File: src/hdl/twtt_ram.sv
// Generic single-port synchronous RAM with registered read.
// No dependencies.
module twtt_ram #(
    parameter int WIDTH     = 8,
    parameter int ADDR_BITS = 4
) (
    input  logic                 clk,
    input  logic                 en,
    input  logic                 we,
    input  logic [ADDR_BITS-1:0] addr,
    input  logic [WIDTH-1:0]     wdata,
    output logic [WIDTH-1:0]     rdata
);

    logic [WIDTH-1:0] mem [(1 << ADDR_BITS)];
    logic [WIDTH-1:0] rdata_reg;

    // write or registered read, one access per cycle
    always_ff @(posedge clk)
    begin
        if (en)
        begin
            if (we)
            begin
                mem[addr] <= wdata;
            end
            else
            begin
                rdata_reg <= mem[addr];
            end
        end
    end

    assign rdata = rdata_reg;

endmodule

File: config.mk
export PLATFORM = sky130hd
export DESIGN_NAME = twtt_ram
export DESIGN_NICKNAME = d
export VERILOG_FILES = /design/src/hdl/twtt_ram.sv
export SDC_FILE = /design/constraint.sdc
export NUM_CORES = 1
export LEC_CHECK = 0
export BUFFER_PORTS_ARGS = -buffer_cell sky130_fd_sc_hd__buf_2
export CORE_ASPECT_RATIO = 0.8
export CORE_MARGIN = 1.5
export CORE_UTILIZATION = 44
export DETAILED_ROUTE_END_ITERATION = 12
export MAX_ROUTING_LAYER = met4
export PLACE_DENSITY = 0.64
export SLEW_MARGIN = 20
export SYNTH_ARGS = -nofsm -noshare
export SYNTH_HDL_FRONTEND = slang
export SYNTH_SLANG_ARGS = --single-unit
File: constraint.sdc
create_clock -name clk -period 2.72 [get_ports clk]
set_clock_uncertainty 0.05 [all_clocks]
set_input_delay 0.136 -clock clk [delete_from_list [all_inputs] [get_ports clk]]
set_output_delay 0.136 -clock clk [all_outputs]
set_load 0.005 [all_outputs]
==> key figures <==
Layout
  – Ant. Diodes: 0
  – Max FFs per register: 128
  – Area growth syn-to-layout: 16.5%
  – Layout Utilization: 52.8%
  – Layout cells sized above 1: 27.0%
  – Footprint of the multi-input gates: 1070 um^2
  – Final nets: 300
  – Sequential Area: between 4000 and 5000 um^2
  – # fillers: 922

Global route
  – Vias in the first global route: 2485
  – First-pass GRT wire length: 15400 um
  – Largest net degree at the start of global routing: 30
  – Initial antenna violation count: 0
  – Total grt overflow: 0
  – Total track usage: 18.4%

Logic synthesis
  – Share of the synthesized area in the top cell type: between 70% and 80%
  – Post-synth EDFFs: ~140
  – Count leader, synth: edfxtp_1
  – Primary FF master, synth: edfxtp_1
  – Synthesized area: roughly 5200 um^2
  – Mean Syn Cell Area: approximately 22 um^2
  – Synth warn: 0
  – Yosys top cell by area: edfxtp_1
  – Sequential share of the synthesized area: 78.0%
  – Commonest cells post-synth: 136 x edfxtp_1, 16 x a22oi_1, 16 x mux4_1, 16 x mux4_2, 13 x nor2_1
  – Synth Instances: 234
  – #FFs+latches synth: 136
  – Synth unique cells: 18
  – FFs w/ async S/R, synth: 0%
  – Mapped Nets: 249
  – Top cells by area, synth: edfxtp_1 78%, mux4_1 8.0%, mux4_2 6.9%

Clocking
  – CTS H-tree lvls: 4
  – Hold Buf Count CTS: 0
  – # clock sinks: 136
  – Root Driver: clkbuf_16
  – Clock-pin slew on the worst setup and hold paths: 0.05 ns
  – Worst-Skew Late Latency: between 0.4 and 0.5 ns
  – Clock buffer depth: 2
  – Post-CTS setup buffer count: 0
  – CTS tree: done
  – TritonCTS Buffers: 17
  – Post-CTS Resized: 0

STA
  – Sum Neg Setup Slack: 0 ns
  – Crit share post-route: around 63%
  – Hold WS: between 0.05 and 0.06 ns
  – Final setup viols: 0
  – Final Hold Fails: 0
  – Max Clk Rate: 587 MHz
  – Pins over their slew limit: 0
  – Post-layout min period: 1.70 ns
  – Worst Max-Slew Pin Slew: 0.794 ns
  – Final WS setup: 1.02 ns
  – Slew headroom: 47.0%
  – RSZ-0062 raised after global routing: no

Setup path
  – R2R setup slack: 1.08 ns
  – Critical path class: in2reg
  – CP bufs+invs: 2
  – Required @ worst endpoint: 2.82 ns
  – Peak fanout along the critical path: 18
  – CP max-delay cell: mux4_1
  – CP peak stage delay: 0.58 ns
  – Critical path arrival: between 1.5 and 2 ns
  – Top delay family on crit path: buffers and inverters
  – Reg-to-reg critical path endpoint: rdata[1]
  – CP Launch Type: input pin
  – Start point of the critical path: addr[0]
  – R2R depth: 3
  – Cell-by-cell trace of the critical path: buf_2, buf_4, mux4_1, a22oi_1, nand2_1
  – Critical path endpoint category: flip-flop
  – Reg2reg start: mem[1][1]

Drt
  – Post-route ant nets: 0
  – First drt pass iteration count: 4
  – Routed vias/inst: 5.51
  – WL/cell: 23.0 um
  – First DRT Iteration DRCs: 279
  – Remaining DRCs: 0
  – Final wirelength: 10200 um
  – Vias: 2448

Power and ir drop
  – Peak VDD IR: between 0.4 and 0.5 mV
  – Switching portion of total power: 19.6%
  – Sw Pwr: roughly 860 uW
  – Clock power frac: 42.4%
  – Pwr dens: 722 nW/um^2
  – Internal power: 3540 uW
  – Tot Pwr: 4400 uW
  – Static leakage: 0.00205 uW
  – Combinational Power Share: 4.2%
  – Seq pwr share: a little over half

Worst hold path
  – Hold Crit Endpoint: mem[14][0]
  – Min-Delay Path Depth: 1
  – Hold Crit Start: wdata[0]
  – Worst Hold Class: in2reg

Flow run
  – Max Cap Viol: 0

Die
  – Core Rows: 35
  – # IOs: 23
  – Die height: 101 um
  – Die Width: 125 um
  – Initial core utilization: 45.3%
  – Area of the die: 12600 um^2
  – Placeable core area: 11600 um^2

Placed design
  – Final GP Congestion: 0.742
  – Post-Place Setup Slack: 0.564 ns
  – Port-buffer cells: 22
  – Detailed-placement wirelength estimate: 6790 um

Status
  – Outcome: finished clean
-- worst max-delay path by stage --
stage                           end  slack (ns)  depth (start not counted)
final                      rdata[1]        1.02                          5
after global routing       rdata[1]        0.87                          5
after CTS                  rdata[1]        0.98                          5
after detailed placement   rdata[1]        0.56                          5
after global placement     rdata[1]        0.60                          5
after floorplan           mem[0][0]        0.81                          4
-- layout by cell type (no fill, tap or decap), drive strengths merged --
cell type and n:
buf 45, and2 1, clkbuf 21, nand2b 2, nand4 1, nor2b 3, mux4 32, nand2 10
clkinv 9, nand4b 2, edfxtp 136, or3 1, a22oi 16, nor2 13, nor3 4
-- layer usage --
layer / vias up / wire, um / GRT usage [%]
li1: 1100 / - / -
met1: 1250 / 4640 / 26.3
met2: 86 / 4530 / 25.0
met3: 12 / 894 / 5.04
met4: 0 / 149 / 7.87
met5: - / 0 / -
-- kinds of logic after synthesis --
| group | synth area share (%) |
|---|---|
| compound gates | 2.29 |
| buf+inv | 1.50 |
| flops | 78.0 |
| mux | 14.9 |
| simple gates | 3.32 |
-- power groups by stage --
stage / clock [uW] / sequential (uW) / combinational, uW
2_1_floorplan: 0 / 2390 / 112
3_3_place_gp: 0 / 2390 / 184
3_5_place_dp: 0 / 2390 / 190
4_1_cts: 1900 / 2350 / 191
5_1_grt: 1990 / 2350 / 205
6_report: 1870 / 2350 / 187
-- layout make-up --
cell class | instances | share of cell area, %
tap | 148 | 3.03
multi-input combinational | 85 | 17.6
clock inverter | 9 | 0.595
clock buffer | 21 | 7.22
timing repair buffer | 45 | 4.63
sequential | 136 | 66.9
-- stage by stage --
step,instance area [um^2],cells
after floorplan,5240,234
after global placement,5630,414
after detailed placement,5630,414
after CTS,6100,444
after global routing,6100,444
final,6100,444
No activity file was read; power rests on OpenSTA's default activity.
