===== src/hdl/twtt_pkg.sv =====
// Shared types and constants of the two-way transposition table.
// No dependencies.
package twtt_pkg;

    localparam int KEY_W    = 64;
    localparam int TAG_W    = 16;
    localparam int TAG_LSB  = 48;
    localparam int MOVE_W   = 16;
    localparam int SCORE_W  = 16;
    localparam int DEPTH_W  = 8;
    localparam int BOUND_W  = 2;
    localparam int AGE_W    = 7;

    localparam logic [AGE_W-1:0] AGE_LIMIT = 7'd127;

    // request kinds
    localparam logic REQ_PROBE = 1'b0;
    localparam logic REQ_STORE = 1'b1;

    // way codes
    localparam logic WAY_DEPTH  = 1'b0;
    localparam logic WAY_ALWAYS = 1'b1;

    typedef struct packed {
        logic [TAG_W-1:0]          tag;
        logic [MOVE_W-1:0]         move;
        logic signed [SCORE_W-1:0] score;
        logic [DEPTH_W-1:0]        depth;
        logic [BOUND_W-1:0]        bound;
        logic [AGE_W-1:0]          age;
    } entry_t;

    typedef struct packed {
        entry_t way1;
        entry_t way0;
    } slot_t;

    typedef struct packed {
        logic                      req_type;
        logic [KEY_W-1:0]          pos_key;
        logic [MOVE_W-1:0]         move;
        logic signed [SCORE_W-1:0] score;
        logic [DEPTH_W-1:0]        depth;
        logic [BOUND_W-1:0]        bound;
    } req_t;

    typedef struct packed {
        logic                      found;
        logic                      way;
        logic [MOVE_W-1:0]         move;
        logic signed [SCORE_W-1:0] score;
        logic [DEPTH_W-1:0]        depth;
        logic [BOUND_W-1:0]        bound;
        logic [AGE_W-1:0]          age;
    } res_t;

    localparam int SLOT_W = $bits(slot_t);

endpackage


===== src/hdl/twtt_update.sv =====
// Slot lookup and replacement logic: probe match and store way choice.
// Depends on twtt_pkg.
module twtt_update
    import twtt_pkg::*;
(
    input  req_t             req,
    input  slot_t            slot,
    input  logic [AGE_W-1:0] generation,
    output res_t             res,
    output logic             wr_en,
    output slot_t            wr_slot
);

    logic [TAG_W-1:0]   tag;
    logic               hit0;
    logic               hit1;
    logic               take_way0;
    logic [AGE_W-1:0]   new_age;
    logic [DEPTH_W:0]   depth_plus;
    entry_t             new_entry;

    assign tag  = req.pos_key[TAG_LSB +: TAG_W];
    assign hit0 = (slot.way0.tag == tag);
    assign hit1 = (slot.way1.tag == tag);

    // depth-preferred slot taken on deeper-or-near depth or an older age
    assign depth_plus = {1'b0, req.depth} + {{DEPTH_W{1'b0}}, 1'b1};
    assign take_way0  = (depth_plus >= {1'b0, slot.way0.depth})
                        || (generation > slot.way0.age);

    // at the age limit, the key's low bit splits the age
    assign new_age = (generation == AGE_LIMIT)
                     ? (generation - {{(AGE_W-1){1'b0}}, req.pos_key[0]})
                     : generation;

    always_comb
    begin
        new_entry.tag   = tag;
        new_entry.move  = req.move;
        new_entry.score = req.score;
        new_entry.depth = req.depth;
        new_entry.bound = req.bound;
        new_entry.age   = take_way0 ? new_age : '0;
    end

    // result and write-back
    always_comb
    begin
        res     = '0;
        wr_en   = 1'b0;
        wr_slot = slot;
        unique case (req.req_type)
            REQ_PROBE:
            begin
                if (hit0)
                begin
                    res.found = 1'b1;
                    res.way   = WAY_DEPTH;
                    res.move  = slot.way0.move;
                    res.score = slot.way0.score;
                    res.depth = slot.way0.depth;
                    res.bound = slot.way0.bound;
                    res.age   = slot.way0.age;
                end
                else if (hit1)
                begin
                    res.found = 1'b1;
                    res.way   = WAY_ALWAYS;
                    res.move  = slot.way1.move;
                    res.score = slot.way1.score;
                    res.depth = slot.way1.depth;
                    res.bound = slot.way1.bound;
                    res.age   = slot.way1.age;
                end
            end
            REQ_STORE:
            begin
                wr_en     = 1'b1;
                res.found = 1'b0;
                res.way   = take_way0 ? WAY_DEPTH : WAY_ALWAYS;
                res.move  = new_entry.move;
                res.score = new_entry.score;
                res.depth = new_entry.depth;
                res.bound = new_entry.bound;
                res.age   = new_entry.age;
                if (take_way0)
                begin
                    wr_slot.way0 = new_entry;
                end
                else
                begin
                    wr_slot.way1 = new_entry;
                end
            end
            default:
            begin
                res = '0;
            end
        endcase
    end

endmodule


===== config.mk =====
export PLATFORM = sky130hd
export DESIGN_NAME = twtt_update
export DESIGN_NICKNAME = d
export VERILOG_FILES = /design/src/hdl/twtt_pkg.sv /design/src/hdl/twtt_update.sv
export SDC_FILE = /design/constraint.sdc
export NUM_CORES = 1
export LEC_CHECK = 0
export BUFFER_PORTS_ARGS = -buffer_cell sky130_fd_sc_hd__buf_2
export CORE_AREA = 2 2 165 167
export DETAILED_ROUTE_END_ITERATION = 10
export DIE_AREA = 0 0 167 169
export PLACE_DENSITY = 0.48
export SETUP_SLACK_MARGIN = 0.15
export SLEW_MARGIN = 20
export SYNTH_ARGS = -nofsm -noshare
export SYNTH_HDL_FRONTEND = slang
export SYNTH_SLANG_ARGS = --single-unit

===== constraint.sdc =====
create_clock -name vclk -period 9.4
set_input_delay 0.94 -clock vclk [all_inputs]
set_output_delay 0.94 -clock vclk [all_outputs]
set_load 0.03 [all_outputs]

==> results of run 1 <==
-- worst max-delay path, cell delays in order --
cell and delay, ps:
buf_2 160, and3_1 190, and2_4 150, nand4_1 120
xnor2_1 150, ha_1 300, nand3_1 100, or3_1 370
o221ai_1 660, or4_4 700, buf_4 610, mux2_2 420
buf_2 210
-- cells by family after synthesis --
logic type,synth area share
multiplexers,0.402
adder cells (fa/ha/maj),0.0618
AO/OA/AOI/OAI,0.231
AND/OR/NAND/NOR,0.135
buffers and inverters,0.0783
XOR/XNOR,0.0913
-- stage by stage --
step / setup WS, ps / util / cell area [um2]
2_1_floorplan: 4850 / - / 3640
3_3_place_gp: 3330 / 0.220 / 5840
3_5_place_dp: 3300 / 0.220 / 5840
4_1_cts: 3280 / 0.220 / 5840
5_1_grt: 3020 / 0.220 / 5840
6_report: 3360 / 0.220 / 5840
-- cell usage after synthesis, drive strengths merged --
cell type and instances:
mux2 116, nand3 51, a21oi 48, a2bb2oi 42, clkbuf 26, inv 22, xnor2 21, ha 18
xor2 17, buf 14, nand4 10, and2 8, o221ai 7, a21bo 6, o311ai 6, nor4 5
nand2 4, nor2 4, a211oi 2, and4 2, a21boi 1, a21o 1, and3 1, mux2i 1
nand2b 1, nand3b 1, o21ai 1, o21bai 1, o22a 1, o31ai 1, or3 1, or4 1
-- power breakdown --
group	leakage, nW	internal, mW	switching [mW]
clock network	0.00000634	0.0000000142	0
registers	0	0	0
logic	3.02	0.184	0.299
total	3.02	0.184	0.299
-- cell type report --
class                           count  area [um2]
Inverter                           22        82.6
Timing Repair Buffer              386        1950
Multi-Input combinational cell    379        3380
Tap cell                          341         427
Antenna cell                        1        2.50
Fill cell                        2979       20700
-- per-layer routing --
| metal | share of wire | wire length (um) | global-route usage |
|---|---|---|---|
| met1 | 0.39 | 7460 | 0.135 |
| met2 | 0.51 | 9830 | 0.239 |
| met3 | 0.084 | 1630 | 0.0260 |
| met4 | 0.021 | 403 | 0.0255 |
| met5 | 0 | 0 | 0 |
-- final timing paths --
path                  startpoint     endpoint  slack [ps]  cells after the start
worst max-delay path      req[4]  wr_slot[73]        3360                     13
worst min-delay path    slot[66]  wr_slot[66]        2250                      3
==> metrics.txt, run 1 <==
via count=5,006; ranking of synthesized cells by area=mux2_2, mux2_4, a2bb2oi_1; drt via density=4.43; initial core utilization=0.137; most frequent cells in the layout=buf_2, mux2_2, nand3_1, a21oi_1, a2bb2oi_1; syn_nets=703; net total in the final layout=1,051; worst slew pin tran=1160 ps; Worst EP required=8460 ps; MaxCap Viol Count=0; Placer Congestion=0.775; # hold bufs at CTS=0; RSZ-0062 raised after global routing=no; CP Capture Type=output pin; first-pass GRT wire length=27,700 um; run status=finished, final reports clean; Core Region=26,500 um2; sequential area share after synthesis=0; Crit Path Class=in -> out; Max Clock Freq=165 MHz; CP startpoint kind=input port; Placed Instances=1,128; Final ANT Viol Nets=0; CLK BUF=0; Rel. slew slack=0.227; largest net degree at the start of global routing=52; initial DRC count=131; register area=0 um2; Netlist cell types=38; commonest non-fill, non-tap cell in the layout=buf_2; Residual DRC=0; # resized after CTS=0; critical path fanouts, max=34; Avg Inst Size Synth=8.26 um2; Final HPWL DP=15,300 um; die height=169 um; cell area after synthesis=3640 um2; GRT Resource Usage Total=0.122; final count of hold timing violations=0; Final Setup Violations=0; WHS=2250 ps; proportion of layout cells with a drive suffix above 1=0.653; site row count=60; average wire per standard cell=17.1 um; Congestion Overflow GR=0; synth warn=0; PwrDens=82.8 nW/um2; shortest period the worst path allows=6040 ps; fin crit share=0.643; Slew Limit Fails=0; post-CTS setup buffer count=0; number of sequential cells=0; Tot Pwr=484 uW; First-pass DRT Iterations=4; leakage=3.02 nW; class of the worst hold path=in -> out; total die area=28,200 um2; final wirelength=19,300 um; Post-Synthesis Cells=441; Area Growth Syn to Fin=60.4%; Worst Path Arrival=5100 ps; setup TNS=0 ps; IO Port Bufs=379; Synth top area share=0.235; biggest area consumer among synthesized cells=mux2_2; initial antenna violation count=2; DIE WIDTH=167 um; Worst VDD drop=0.0327 mV; top-level I/O count=426; Layout Cells excl Fill=1,129; vias in the first global route=4,841
(Power assumes the default switching activity.)
==> run 2: changes to the inputs <==
- CORE_AREA: 2 2 165 167 -> 2 2 167 169
- DIE_AREA: 0 0 167 169 -> 0 0 169 171
- PLACE_DENSITY: 0.48 -> 0.47
- clock period: 9.4 -> 6.24 ns (I/O delays scaled with it)
==> metrics.txt, run 2 (synthesis results as in run 1) <==
Final ANT Viol Nets=0; fin crit share=0.749; IO Port Bufs=379; Core Region=27,300 um2; post-CTS setup buffer count=0; top-level I/O count=426; net total in the final layout=1,055; MaxCap Viol Count=0; run status=finished, final reports clean; Worst VDD drop=0.0444 mV; RSZ-0062 raised after global routing=no; register area=0 um2; CP Capture Type=output pin; GRT Resource Usage Total=0.125; Worst Path Arrival=4050 ps; Max Clock Freq=214 MHz; PwrDens=124 nW/um2; most frequent cells in the layout=buf_2, mux2_2, nand3_1, a21oi_1, a2bb2oi_1; first-pass GRT wire length=28,100 um; Worst EP required=5620 ps; Placement Cell Area=5880 um2; Residual DRC=0; Rel. slew slack=0.482; Core Util, Final=0.216; site row count=61; final wirelength=20,100 um; die height=171 um; Congestion Overflow GR=0; setup TNS=0 ps; fillers=3,089; # resized after CTS=0; commonest non-fill, non-tap cell in the layout=buf_2; initial DRC count=160; critical path fanouts, max=42; DIE WIDTH=169 um; initial antenna violation count=3; average wire per standard cell=17.7 um; CLK BUF=0; class of the worst hold path=in -> out; largest net degree at the start of global routing=52; worst slew pin tran=778 ps; vias in the first global route=4,847; CP startpoint kind=input port; First-pass DRT Iterations=4; leakage=3.04 nW; initial core utilization=0.133; Final HPWL DP=16,200 um; Final Setup Violations=0; proportion of layout cells with a drive suffix above 1=0.655; number of sequential cells=0; total die area=28,900 um2; Slew Limit Fails=0; Placer Congestion=0.765; # hold bufs at CTS=0; via count=5,054; Area Growth Syn to Fin=61.9%; Crit Path Class=in -> out; final count of hold timing violations=0; Post-Layout Inst Area=5900 um2; WHS=1620 ps; shortest period the worst path allows=4670 ps; drt via density=4.44
## run 2: cell count changes in the layout (fill, tap and decap cells not counted), sizes merged
cell / previous run / this run
diode: 1 / 2
buf: 386 / 390
## run 2: routing by layer
metal,share of wire,vias up,track usage
li1,-,2409,-
met1,0.40,2332,0.143
met2,0.50,281,0.238
met3,0.071,30,0.0180
met4,0.029,2,0.0357
met5,0.00065,-,0
## run 2: final cells by class
| cell class | instances | area, um2 | area share |
|---|---|---|---|
| well taps | 346 | 433 | 0.0734 |
| diodes | 2 | 5.00 | 0.000849 |
| repair buffers | 390 | 2000 | 0.338 |
| multi-input cells | 379 | 3380 | 0.573 |
| inverters | 22 | 82.6 | 0.0140 |
## run 2: final timing paths
| check | end | startpoint | slack (ps) | cells after the start |
|---|---|---|---|---|
| worst max-delay path | wr_slot[73] | req[4] | 1570 | 14 |
| worst min-delay path | wr_slot[71] | slot[71] | 1620 | 3 |
## run 2: power breakdown
part	internal, mW	leakage [nW]	switching, mW
Combinational	0.281	3.04	0.453
Sequential	0	0	0
Clock	0.0000000431	0.0000127	0
Total	0.281	3.04	0.453
## run 2: critical path, cell delays in order
cell	delay [ps]
buf_2	180
and3_1	210
and2_4	150
nand4_1	110
xnor2_1	150
ha_1	290
nand3_1	90
or3_1	370
o221ai_1	180
buf_4	210
or4_4	610
buf_12	290
mux2_2	350
buf_2	180
## run 2: metrics by stage
step | cells | worst slack, ps | power (mW)
2_1_floorplan | 441 | 2320 | 0.492
4_1_cts | 1136 | 1490 | 0.741
3_5_place_dp | 1136 | 1500 | 0.738
3_3_place_gp | 1136 | 1460 | 0.740
6_report | 1139 | 1570 | 0.734
5_1_grt | 1138 | 1310 | 0.778
